<file path="src/design/lclp_pkg.sv">
// ----------------------------------------------------------------------------
// lclp_pkg: shared types and constants of the LED command-line parser
// Character codes, prefix text, limits, register indexes and the result type.
// ----------------------------------------------------------------------------
`default_nettype none

package lclp_pkg;

	localparam int MAX_LINE   = 15;
	localparam int MAX_DIGITS = 4;

	localparam int POS_W  = 5;
	localparam int CNT_W  = 3;
	localparam int LED_W  = 4;
	localparam int TIME_W = 14;
	localparam int CFG_W  = 14;
	localparam int ACCX_W = 18;

	localparam logic [POS_W-1:0]  POS_MAX = 5'd31;
	localparam logic [TIME_W-1:0] ACC_MAX = 14'd16383;

	localparam logic [7:0] CH_CR    = 8'h0d;
	localparam logic [7:0] CH_COMMA = 8'h2c;
	localparam logic [7:0] CH_ZERO  = 8'h30;
	localparam logic [7:0] CH_ONE   = 8'h31;
	localparam logic [7:0] CH_NINE  = 8'h39;

	localparam logic [LED_W-1:0]  LED_TOP_MAX    = 4'd9;
	localparam logic [LED_W-1:0]  DEF_LED_COUNT  = 4'd4;
	localparam logic [TIME_W-1:0] DEF_TIME_LIMIT = 14'd5000;

	localparam int SETLED_LEN = 8;
	localparam int ECHO_LEN   = 5;
	localparam int POS_LED    = 8;
	localparam int POS_COMMA  = 9;
	localparam int POS_DIGITS = 10;

	typedef enum logic [0:0] {
		REG_LED_COUNT  = 1'b0,
		REG_TIME_LIMIT = 1'b1
	} reg_index_t;

	typedef enum logic [1:0] {
		KIND_NONE   = 2'd0,
		KIND_SETLED = 2'd1,
		KIND_ECHO   = 2'd2
	} kind_t;

	typedef struct packed {
		logic [TIME_W-1:0] duration_ms;
		logic [LED_W-1:0]  led_number;
		logic              accepted;
		kind_t             command_kind;
	} result_t;

	// "set-led "
	function automatic logic [7:0] setled_char(input logic [2:0] idx);
		logic [7:0] c;
		unique case (idx)
			3'd0: c = 8'h73;
			3'd1: c = 8'h65;
			3'd2: c = 8'h74;
			3'd3: c = 8'h2d;
			3'd4: c = 8'h6c;
			3'd5: c = 8'h65;
			3'd6: c = 8'h64;
			3'd7: c = 8'h20;
			default: c = 8'h20;
		endcase
		return c;
	endfunction

	// "echo "
	function automatic logic [7:0] echo_char(input logic [2:0] idx);
		logic [7:0] c;
		unique case (idx)
			3'd0: c = 8'h65;
			3'd1: c = 8'h63;
			3'd2: c = 8'h68;
			3'd3: c = 8'h6f;
			3'd4: c = 8'h20;
			default: c = 8'h20;
		endcase
		return c;
	endfunction

endpackage

`default_nettype wire

</file>
<file path="src/design/lclp_line.sv">
// ----------------------------------------------------------------------------
// lclp_line: per-line parse state
// Holds position, prefix match flags and the LED and time fields of the
// current line; forms the line result from the beat being taken.
// ----------------------------------------------------------------------------
`default_nettype none

module lclp_line
	import lclp_pkg::*;
#(
	parameter int LINE_MAX   = MAX_LINE,
	parameter int DIGITS_MAX = MAX_DIGITS
)
(
	input  wire logic              clk,
	input  wire logic              arst_n,
	input  wire logic              beat,
	input  wire logic [7:0]        rx_byte,
	input  wire logic              line_end,
	input  wire logic [LED_W-1:0]  led_count,
	input  wire logic [TIME_W-1:0] time_limit,
	output result_t                res
);

	logic [POS_W-1:0]  pos_q;
	logic              sm_q, em_q, cr_q, fe_q;
	logic [LED_W-1:0]  led_q;
	logic [TIME_W-1:0] acc_q;
	logic [CNT_W-1:0]  dc_q;

	logic [POS_W-1:0]  len;
	logic              sm_n, em_n, cr_n, fe_n;
	logic [LED_W-1:0]  led_n;
	logic [TIME_W-1:0] acc_n;
	logic [CNT_W-1:0]  dc_n;
	logic [LED_W-1:0]  top;
	logic [ACCX_W-1:0] acc_x10;
	logic              is_digit;
	logic              ok;
	kind_t             kind;

	assign top      = (led_count > LED_TOP_MAX) ? LED_TOP_MAX : led_count;
	assign is_digit = (rx_byte >= CH_ZERO) && (rx_byte <= CH_NINE);
	assign acc_x10  = ({{(ACCX_W-TIME_W){1'b0}}, acc_q} << 3)
	                + ({{(ACCX_W-TIME_W){1'b0}}, acc_q} << 1)
	                + {{(ACCX_W-8){1'b0}}, rx_byte - CH_ZERO};

	always_comb begin
		sm_n  = sm_q;
		em_n  = em_q;
		cr_n  = cr_q;
		fe_n  = fe_q;
		led_n = led_q;
		acc_n = acc_q;
		dc_n  = dc_q;

		if (pos_q >= POS_W'(LINE_MAX))
			fe_n = 1'b1;
		if (pos_q < POS_W'(SETLED_LEN) && rx_byte != setled_char(pos_q[2:0]))
			sm_n = 1'b0;
		if (pos_q < POS_W'(ECHO_LEN) && rx_byte != echo_char(pos_q[2:0]))
			em_n = 1'b0;

		if (pos_q == POS_W'(POS_LED)) begin
			if (rx_byte >= CH_ONE && rx_byte <= CH_ZERO + {4'd0, top})
				led_n = LED_W'(rx_byte - CH_ZERO);
			else
				fe_n = 1'b1;
		end else if (pos_q == POS_W'(POS_COMMA)) begin
			if (rx_byte != CH_COMMA)
				fe_n = 1'b1;
		end else if (pos_q >= POS_W'(POS_DIGITS) && !cr_q) begin
			priority if (rx_byte == CH_CR) begin
				cr_n = 1'b1;
				if (dc_q == '0)
					fe_n = 1'b1;
			end else if (is_digit) begin
				if (dc_q >= CNT_W'(DIGITS_MAX)) begin
					fe_n = 1'b1;
				end else begin
					// saturate so an overlong value can never pass the limit
					acc_n = (acc_x10 > {{(ACCX_W-TIME_W){1'b0}}, ACC_MAX})
					      ? ACC_MAX : acc_x10[TIME_W-1:0];
					dc_n  = dc_q + CNT_W'(1);
				end
			end else begin
				fe_n = 1'b1;
			end
		end
	end

	assign len = (pos_q < POS_MAX) ? pos_q + POS_W'(1) : POS_MAX;

	always_comb begin
		priority if (sm_n && len >= POS_W'(SETLED_LEN))
			kind = KIND_SETLED;
		else if (em_n && len >= POS_W'(ECHO_LEN))
			kind = KIND_ECHO;
		else
			kind = KIND_NONE;
	end

	assign ok = (kind == KIND_SETLED) && !fe_n && cr_n && (acc_n != '0)
	         && (acc_n < time_limit);

	always_comb begin
		res.command_kind = kind;
		res.accepted     = ok;
		res.led_number   = ok ? led_n : '0;
		res.duration_ms  = ok ? acc_n : '0;
	end

	always_ff @(posedge clk or negedge arst_n) begin
		if (!arst_n) begin
			pos_q <= '0;
			sm_q  <= 1'b1;
			em_q  <= 1'b1;
			cr_q  <= 1'b0;
			fe_q  <= 1'b0;
			led_q <= '0;
			acc_q <= '0;
			dc_q  <= '0;
		end else if (beat) begin
			if (line_end) begin
				// start the next line from scratch
				pos_q <= '0;
				sm_q  <= 1'b1;
				em_q  <= 1'b1;
				cr_q  <= 1'b0;
				fe_q  <= 1'b0;
				led_q <= '0;
				acc_q <= '0;
				dc_q  <= '0;
			end else begin
				pos_q <= len;
				sm_q  <= sm_n;
				em_q  <= em_n;
				cr_q  <= cr_n;
				fe_q  <= fe_n;
				led_q <= led_n;
				acc_q <= acc_n;
				dc_q  <= dc_n;
			end
		end
	end

endmodule

`default_nettype wire

</file>
<file path="src/design/led_command_line_parser.sv">
// ----------------------------------------------------------------------------
// led_command_line_parser: LED command-line parser
// Parses one received byte per beat and reports the command on the last
// byte of each line.
// ----------------------------------------------------------------------------
//  channel  | dir | handshake            | contents
//  s_       | in  | s_tvalid / s_tready  | tdata: rx_byte; tlast: line_end
//  m_       | out | m_tvalid / m_tready  | tdata: kind, accepted, led, time
//  cfg_     | in  | cfg_we               | cfg_index selects led_count/time_limit
//
// One beat per cycle; the result of a line is in the output register the
// cycle after its last byte is taken.
// Bytes that are not the line end are taken even while a result waits;
// a line-end byte waits only while the output register is full and stalled.
// Reset restores led_count 4, time_limit 5000 and an empty line.
// ----------------------------------------------------------------------------
`default_nettype none

module led_command_line_parser
	import lclp_pkg::*;
#(
	parameter int LINE_MAX   = MAX_LINE,
	parameter int DIGITS_MAX = MAX_DIGITS
)
(
	input  wire logic             clk,
	input  wire logic             arst_n,
	input  wire logic             s_tvalid,
	output logic                  s_tready,
	input  wire logic [7:0]       s_tdata,   // [7:0] rx_byte
	input  wire logic             s_tlast,
	output logic                  m_tvalid,
	input  wire logic             m_tready,
	// [1:0] command_kind, [2] accepted, [6:3] led_number, [20:7] duration_ms
	output logic [23:0]           m_tdata,
	input  wire logic             cfg_we,
	input  wire logic [0:0]       cfg_index,
	input  wire logic [CFG_W-1:0] cfg_data
);

	logic [LED_W-1:0]  led_count_q;
	logic [TIME_W-1:0] time_limit_q;
	logic              out_valid_q;
	result_t           out_q;
	result_t           res;
	logic              beat;

	assign s_tready = !out_valid_q || m_tready || !s_tlast;
	assign beat     = s_tvalid && s_tready;

	always_ff @(posedge clk or negedge arst_n) begin
		if (!arst_n) begin
			led_count_q  <= DEF_LED_COUNT;
			time_limit_q <= DEF_TIME_LIMIT;
		end else if (cfg_we) begin
			unique case (reg_index_t'(cfg_index))
				REG_LED_COUNT:  led_count_q  <= cfg_data[LED_W-1:0];
				REG_TIME_LIMIT: time_limit_q <= cfg_data[TIME_W-1:0];
				default: ;
			endcase
		end
	end

	lclp_line #(
		.LINE_MAX   (LINE_MAX),
		.DIGITS_MAX (DIGITS_MAX)
	) u_line (
		.clk        (clk),
		.arst_n     (arst_n),
		.beat       (beat),
		.rx_byte    (s_tdata),
		.line_end   (s_tlast),
		.led_count  (led_count_q),
		.time_limit (time_limit_q),
		.res        (res)
	);

	always_ff @(posedge clk or negedge arst_n) begin
		if (!arst_n) begin
			out_valid_q <= 1'b0;
		end else if (beat && s_tlast) begin
			out_valid_q <= 1'b1;
		end else if (m_tready) begin
			out_valid_q <= 1'b0;
		end
	end

	always_ff @(posedge clk) begin
		if (beat && s_tlast)
			out_q <= res;
	end

	assign m_tvalid = out_valid_q;
	assign m_tdata  = {3'b000, out_q.duration_ms, out_q.led_number, out_q.accepted,
	                   out_q.command_kind};

	a_accept_setled: assert property (@(posedge clk) disable iff (!arst_n)
		m_tvalid && m_tdata[2] |-> m_tdata[1:0] == KIND_SETLED)
		else $error("accepted line without set-led prefix");

	a_accept_led: assert property (@(posedge clk) disable iff (!arst_n)
		m_tvalid && m_tdata[2] |-> m_tdata[6:3] != '0 && m_tdata[6:3] <= LED_TOP_MAX)
		else $error("accepted LED number out of range");

	a_reject_zero: assert property (@(posedge clk) disable iff (!arst_n)
		m_tvalid && !m_tdata[2] |-> m_tdata[20:3] == '0)
		else $error("rejected line carries LED or time");

	a_line_result: assert property (@(posedge clk) disable iff (!arst_n)
		beat && s_tlast |=> m_tvalid)
		else $error("line end gave no result");

endmodule

`default_nettype wire

</file>
<file path="config.mk">
export PLATFORM = sky130hd
export DESIGN_NAME = led_command_line_parser
export DESIGN_NICKNAME = d
export VERILOG_FILES = /design/src/design/lclp_pkg.sv /design/src/design/lclp_line.sv /design/src/design/led_command_line_parser.sv
export SDC_FILE = /design/constraint.sdc
export NUM_CORES = 1
export LEC_CHECK = 0
export ABC_AREA = 1
export BUFFER_PORTS_ARGS = -buffer_cell sky130_fd_sc_hd__buf_2
export CAP_MARGIN = 25
export CELL_PAD_IN_SITES_DETAIL_PLACEMENT = 2
export CELL_PAD_IN_SITES_GLOBAL_PLACEMENT = 2
export CORE_MARGIN = 8
export CORE_UTILIZATION = 38
export DETAILED_ROUTE_END_ITERATION = 8
export GPL_TIMING_DRIVEN = 0
export PLACE_DENSITY = 0.91
export SETUP_SLACK_MARGIN = 0.4
export SYNTH_ARGS = -nofsm -noshare
export SYNTH_HDL_FRONTEND = slang
export SYNTH_SLANG_ARGS = --single-unit
</file>
<file path="constraint.sdc">
create_clock -name clk -period 11 [get_ports clk]
set_input_delay 3.3 -clock clk [delete_from_list [all_inputs] [get_ports clk]]
set_output_delay 3.3 -clock clk [all_outputs]
set_load 0.02 [all_outputs]
</file>
==> results of run 1 <==
cell families (layout without fill, tap and decap cells):
| group | Yosys count | count (layout) | synth area share |
|---|---|---|---|
| simple gates | 304 | 304 | 0.252 |
| buf+inv | 139 | 207 | 0.108 |
| compound gates | 98 | 98 | 0.107 |
| flops | 70 | 70 | 0.354 |
| fa+ha+maj | 61 | 61 | 0.153 |
| xor+xnor | 15 | 15 | 0.0249 |
| other cells | 1 | 3 | 0.000711 |
critical path, delay by kind of cell:
kind / cells / cell delay (ps)
buffers and inverters: 8 / 740
AOI/OAI and AO/OA: 3 / 390
and+or+nand+nor: 15 / 2640
adders and majority gates: 4 / 1470
cells in the final DEF, fill, tap and decap left out, types with 2 or more instances in the layout:
master,instances
nand2_1,168
inv_1,118
nor2_1,58
ha_1,55
buf_2,51
dfrtp_1,41
o21ai_0,33
a21oi_1,31
nand3_1,28
edfxtp_1,21
o22ai_1,19
nor2_2,14
xor2_1,10
clkbuf_16,9
dfstp_2,8
nor3_1,7
nand4_1,7
clkbuf_1,6
fa_1,6
inv_2,5
xnor2_1,5
nand2_2,5
buf_4,4
nand3b_1,3
nand3_2,3
or2_2,3
conb_1,3
buf_6,2
clkinv_2,2
a21oi_2,2
o31ai_1,2
a211oi_1,2
clkinv_1,2
nor4_1,2
buf_12,2
clkinvlp_4,2
metal layers:
| metal | GRT usage | wire length [um] | up-vias |
|---|---|---|---|
| met3 | 0.0628 | 1290 | 108 |
| met1 | 0.301 | 9660 | 2705 |
| met5 | 0 | 10 | - |
| met4 | 0.199 | 1560 | 2 |
| li1 | - | - | 2333 |
| met2 | 0.512 | 13300 | 246 |
through the flow:
stage          hold WS, ps  power, W   util  std cells  worst slack, ps
2_1_floorplan          453  0.000367      -        690             3960
3_3_place_gp           477  0.000400  0.419        920             3190
3_5_place_dp           501  0.000419  0.421        921             2670
4_1_cts                520  0.000737  0.443        937             2690
5_1_grt                538  0.000761  0.445        938             2330
6_report               522  0.000742  0.445        938             2630
how the worst max path moves through the flow:
stage          startpoint                   endpoint  slack, ps
2_1_floorplan  s_tdata[4]  m_tdata[11]$_SDFFCE_PN0P_       3960
3_3_place_gp   s_tdata[4]  m_tdata[19]$_SDFFCE_PN0P_       3190
3_5_place_dp   s_tdata[4]  m_tdata[17]$_SDFFCE_PN0P_       2670
4_1_cts        s_tdata[4]  m_tdata[13]$_SDFFCE_PN0P_       2690
5_1_grt        s_tdata[4]  m_tdata[13]$_SDFFCE_PN0P_       2330
6_report       s_tdata[4]  m_tdata[12]$_SDFFCE_PN0P_       2630
where the power goes:
part | leakage (nW) | switching [W] | internal [W] | total, W
clock network | 0.142 | 0.000129 | 0.000182 | 0.000311
logic | 2.33 | 0.0000937 | 0.0000409 | 0.000135
registers | 0.828 | 0.0000105 | 0.000285 | 0.000295
sequential cells by signal, summed over array words and instances (netlist names):
register and flops:
m_tdata 21, time_limit_q 14, u_line.acc_q 14, u_line.pos_q 5, led_count_q 4, u_line.led_q 4
u_line.dc_q 3, m_tvalid 1, u_line.cr_q 1, u_line.em_q 1, u_line.fe_q 1, u_line.sm_q 1
final cells by class:
| class | count | share of cell area |
|---|---|---|
| tap | 180 | 0.0369 |
| inverter | 126 | 0.0777 |
| buffer | 13 | 0.0158 |
| clock buffer | 11 | 0.0398 |
| sequential | 70 | 0.306 |
| multi-input combinational | 481 | 0.466 |
| timing repair buffer | 52 | 0.0488 |
| clock inverter | 5 | 0.00964 |
==> summary.txt, run 1 <==
CTS
  • CTS Buf Count: 9
  • Root buffer cell: clkbuf_16
  • CTS tree: done
  • Post-cts sizing count: 0
  • CTS max path bufs: 2
  • Clock-pin slew on the worst setup and hold paths: 60 ps
  • CTS Sinks: 70
  • Postcts setup bufs: 0
  • Htree depth: 3
  • Hold_buf cts: 0
  • Worst-Skew Late Latency: 360 ps

Global route
  • Antenna violations before repair: 1
  • Vias in the first global route: 6,437
  • Global-route wire length before repair: 38,900 um
  • Gr ovfl total: 0
  • Largest net degree at the start of global routing: 32
  • Global-route usage over all layers: 0.289

Placement
  • DP Wirelength: 17,000 um
  • Placed instance area: 5770 um^2
  • Routability congestion estimate: 0.834
  • Port Buffers: 50

Worst setup path
  • Crit Path Max Fanout: 10
  • FF-to-FF End: m_tdata[12]$_SDFFCE_PN0P_
  • Crit path launch type: input pin
  • Data arrival, critical path: 8580 ps
  • Crit end category: flip-flop
  • FF-to-FF Start: u_line.acc_q[3]$_DFFE_PN0P_
  • CP max stage cell: fa_1
  • Crit Path Category: input pin to flip-flop
  • Worst reg-to-reg path cell count: 26
  • Slowest Stage Delay on Critical Path: 490 ps
  • Worst EP required: 11,210 ps
  • Slack of the worst reg-to-reg path: 5540 ps

Drt
  • DR iter-0 viols: 342
  • DR vias/cell: 5.75
  • DRT Pass-1 Iters: 5
  • WL per Instance: 27.5 um
  • Vias after detailed routing: 5,394
  • DRT antenna net count: 0
  • Routed wire length: 25,800 um
  • Remaining DRCs: 0

Min path
  • Worst Hold End: time_limit_q[9]$_DFFE_PN1P_
  • HP Start: time_limit_q[9]$_DFFE_PN1P_
  • Cell depth of the worst hold path: 2
  • HP Class: flip-flop to flip-flop

Synthesis
  • Synth cell types: 49
  • Top post-synthesis cells by count: 168 x nand2_1, 118 x inv_1, 58 x nor2_1, 55 x ha_1, 41 x dfrtp_1
  • Mapped Cells: 688
  • Post-synth EDFFs: 21
  • Ys async rst share: 0.700
  • Area share of the largest cell type after synthesis: 0.195
  • Predominant post-synthesis flop cell: dfrtp_1
  • Syn Std Cell Area: 5270 um^2
  • FF+latch count, synth: 70
  • Ys Warns: 0
  • Avg Inst Size Synth: 7.66 um^2
  • Synth area leader: dfrtp_1
  • Top cells by area, synth: dfrtp_1 19%, ha_1 13%, edfxtp_1 12%, nand2_1 12%, inv_1 8.4%
  • Count leader, synth: nand2_1
  • Register area share after synthesis: 0.354

Finish
  • N_diodes: 0
  • Register area: 1870 um^2
  • Syn-to-layout area delta: 15.8%
  • Multi-input combinational cell area: 2840 um^2
  • Filler Cell Count: 1,555
  • NumNets Final: 843
  • Layout cell share with drive strength beyond 1: 0.157
  • Design area: 6100 um^2

STA
  • Fin. Hold Viols: 0
  • Total negative setup slack: 0 ps
  • RSZ-0062 raised after global routing: no
  • Final Max Slew Viols: 0
  • Share of the clock period used by the worst path: 0.761
  • Clk_skew: 17.9 ps
  • Final setup viols: 0
  • Fmax: 119 MHz
  • Max_slew headroom: 0.474
  • Final min period: 8370 ps
  • Least-Margin Pin Slew: 787 ps

Floorplanning
  • I/O pin cnt: 55
  • Full die area: 17,900 um^2
  • # rows: 43
  • Area of the core: 13,700 um^2
  • Die Span Y: 134 um
  • Starting density of the core: 0.384
  • Die Width: 134 um

Power and ir drop
  • Max VDD drop: 0.141 mV
  • P_leak: 3.30 nW
  • Pwr Density: 122 nW/um^2

Job
  • Max_cap viols: 0

Outcome
  • Status: finished clean
(Power assumes the default switching activity.)
==> run 2, diff against run 1 <==
--- a/config.mk
+++ b/config.mk
@@ -11,10 +11,10 @@
 export CELL_PAD_IN_SITES_DETAIL_PLACEMENT = 2
 export CELL_PAD_IN_SITES_GLOBAL_PLACEMENT = 2
 export CORE_MARGIN = 8
-export CORE_UTILIZATION = 38
+export CORE_UTILIZATION = 32
 export DETAILED_ROUTE_END_ITERATION = 8
 export GPL_TIMING_DRIVEN = 0
-export PLACE_DENSITY = 0.91
+export PLACE_DENSITY = 0.82
 export SETUP_SLACK_MARGIN = 0.4
 export SYNTH_ARGS = -nofsm -noshare
 export SYNTH_HDL_FRONTEND = slang
==> constraint.sdc (replaced) <==
create_clock -name clk -period 7.6 [get_ports clk]
set_input_delay 2.28 -clock clk [delete_from_list [all_inputs] [get_ports clk]]
set_output_delay 2.28 -clock clk [all_outputs]
set_load 0.02 [all_outputs]
==> run 2 against run 1 <==
Against the previous run: sequential power up 44%; first-iteration DRC count decreased by 54%; critical path depth is 3 lower; clock skew fell by 9.6 ps; non-clock buffer count decreased by 1; register-to-register slack got worse by 2700 ps; critical endpoint is now m_tdata[11]$_SDFFCE_PN0P_; largest power group is now sequential cells; die area is 16% higher; core utilization down 7.0 points; combinational power up 22%; setup slack worse by 1800 ps.
==> summary.txt, run 2 (synthesized netlist as in run 1, its figures left out) <==
STA
  • Final min period: 6770 ps
  • Max_slew headroom: 0.326 (-0.148)
  • Share of the clock period used by the worst path: 0.891
  • RSZ-0062 raised after global routing: no
  • Final setup viols: 0 (unchanged)
  • Final Max Slew Viols: 0 (unchanged)
  • Least-Margin Pin Slew: 1010 ps (+224 ps)
  • Total negative setup slack: 0 ps (unchanged)
  • Fin. Hold Viols: 0 (unchanged)
  • Fmax: 148 MHz
  • Clk_skew: 8.33 ps (-9.60 ps)

Power and ir drop
  • Switching power share of the total: 0.281 (-0.0343)
  • Flop pwr share: 0.420 (+0.022)
  • NetSw: 0.000284 W (+22%)
  • Power share of the combinational group: 0.164 (-0.018)
  • Pwr Density: 165 nW/um^2 (+36%)
  • Clock power frac: 0.417 (-0.003)
  • Power Internal: 0.000728 W (+43%)
  • P_leak: 3.30 nW (about the same)
  • Max VDD drop: 0.117 mV (-17%)

Finish
  • Commonest non-fill, non-tap cell in the layout: nand2_1
  • Post-route insts no fill: 977 (+4.2%)
  • Max reg flops: 21 (unchanged)
  • N_diodes: 0 (unchanged)
  • Syn-to-layout area delta: 16.3%
  • Largest regs: m_tdata: 21 flops, time_limit_q: 14 flops, u_line.acc_q: 14 flops
  • NumNets Final: 842 (-0.12%)
  • Most flop-heavy register: m_tdata
  • Most frequent cells in the layout: 168 x nand2_1, 118 x inv_1, 57 x nor2_1
  • Final core utilization: 0.375 (-0.0700)
  • Layout cell share with drive strength beyond 1: 0.156 (-0.00111)

Global route
  • Antenna violations before repair: 0 (-1)
  • Global-route usage over all layers: 0.180 (-0.109)
  • Global-route wire length before repair: 29,300 um (-25%)
  • Gr ovfl total: 0 (unchanged)
  • Largest net degree at the start of global routing: 37 (+16%)
  • Vias in the first global route: 5,605 (-13%)

Floorplanning
  • Full die area: 20,800 um^2 (+16%)
  • I/O pin cnt: 55 (unchanged)
  • Die Span Y: 144 um (+7.9%)
  • Starting density of the core: 0.322 (-0.0618)
  • Area of the core: 16,300 um^2 (+19%)
  • # rows: 47 (+9.3%)
  • Die Width: 144 um (+7.9%)

Drt
  • DR vias/cell: 4.91 (-15%)
  • Met3 Routed Length: 550 um (-57%)
  • Remaining DRCs: 0 (unchanged)
  • DRT Pass-1 Iters: 4 (-1)
  • WL per Instance: 18.2 um (-34%)
  • DR top layer: met4
  • Met2 wire length: 9340 um (-30%)
  • DR iter-0 viols: 158 (-54%)
  • Routed wire length: 17,800 um (-31%)
  • DRT antenna net count: 0 (unchanged)
  • Metal1 wirelength: 7630 um (-21%)
  • Vias after detailed routing: 4,799 (-11%)

Placement
  • Port Buffers: 50 (unchanged)
  • DP Wirelength: 13,900 um (-18%)
  • Routability congestion estimate: 0.791 (-5.1%)
  • Placed insts: 961 (+4.3%)

CTS
  • Clock-pin slew on the worst setup and hold paths: 50 ps (about the same)
  • CTS Buf Count: 9 (unchanged)
  • Worst-Skew Late Latency: 340 ps (-20 ps)
  • Hold_buf cts: 0 (unchanged)
  • CTS max path bufs: 2 (unchanged)
  • CTS Sinks: 70 (unchanged)
  • Htree depth: 3 (unchanged)
  • CTS tree: done
  • Root buffer cell: clkbuf_16

Worst setup path
  • Data arrival, critical path: 6960 ps (-1620 ps)
  • Crit Path Category: input pin to flip-flop
  • Worst EP required: 7790 ps (-3420 ps)
  • Crit Path Max Fanout: 10 (unchanged)
  • Crit end category: flip-flop
  • Crit path launch type: input pin

Min path
  • HP Class: flip-flop to flip-flop

Outcome
  • Status: finished clean

Job
  • Max_cap viols: 0 (unchanged)
[run 2: cell type report]
class,count,area (um^2)
inverter,126,474
fill,1920,10200
sequential,70,1870
timing repair buffer,51,270
clock buffer,11,243
buffer,13,96.3
clock inverter,5,48.8
tap,220,275
multi-input combinational,481,2850
[run 2: timing repair]
action,CTS,global route
resized for setup,0,3
buffers inserted,0,0
setup endpoints to repair,0,18
[run 2: path summary, 6_finish.rpt]
check | cells past startpoint | slack (ps) | to | start
max reg2reg | 24 | 2830 | m_tdata[11]$_SDFFCE_PN0P_ | u_line.acc_q[0]$_DFFE_PN0P_
min in group asynchronous | 1 | 1860 | u_line.pos_q[1]$_DFFE_PN0P_ | arst_n
min | 2 | 480 | time_limit_q[7]$_DFFE_PN1P_ | time_limit_q[7]$_DFFE_PN1P_
max in group asynchronous | 2 | 5130 | time_limit_q[7]$_DFFE_PN1P_ | arst_n
min reg2reg | 2 | 480 | time_limit_q[7]$_DFFE_PN1P_ | time_limit_q[7]$_DFFE_PN1P_
max | 27 | 830 | m_tdata[11]$_SDFFCE_PN0P_ | s_tdata[4]
[run 2: layer usage]
layer	global-route usage	up-vias
li1	-	2332
met3	0.0267	22
met2	0.332	75
met1	0.210	2370
met5	0	-
met4	0.0548	0
[run 2: worst max-delay path, stage by stage]
cell and delay [ps]:
buf_2 130, ha_1 220, xnor2_1 270, fa_1 490, ha_1 400, nand2_1 110
inv_1 80, nand3b_1 100, nand2_1 170, nand2_1 120, nand3_1 120, nand2_1 80
nor2_2 280, nand3_1 140, nand2_2 140, inv_1 80, ha_1 290, a21oi_1 130
o21ai_0 130, nand3_1 120, a21oi_1 90, nor3_1 220, nand2_1 70, nor2_1 220
nand2_4 170, buf_12 190, nor2_2 100
[run 2: power groups by stage]
stage	combinational [W]	clock, W	sequential (W)
after floorplan	0.0000991	0	0.000433
after global placement	0.000151	0	0.000429
after CTS	0.000169	0.000429	0.000425
final	0.000165	0.000422	0.000424
after detailed placement	0.000166	0	0.000431
after global routing	0.000188	0.000445	0.000427
[run 2: through the flow]
step	hold slack, ps	area, um^2	setup slack [ps]	power (W)
3_5_place_dp	487	5820	462	0.000597
2_1_floorplan	453	5280	1580	0.000532
4_1_cts	491	6120	605	0.00102
3_3_place_gp	478	5800	783	0.000580
5_1_grt	525	6130	423	0.00106
6_report	483	6130	827	0.00101
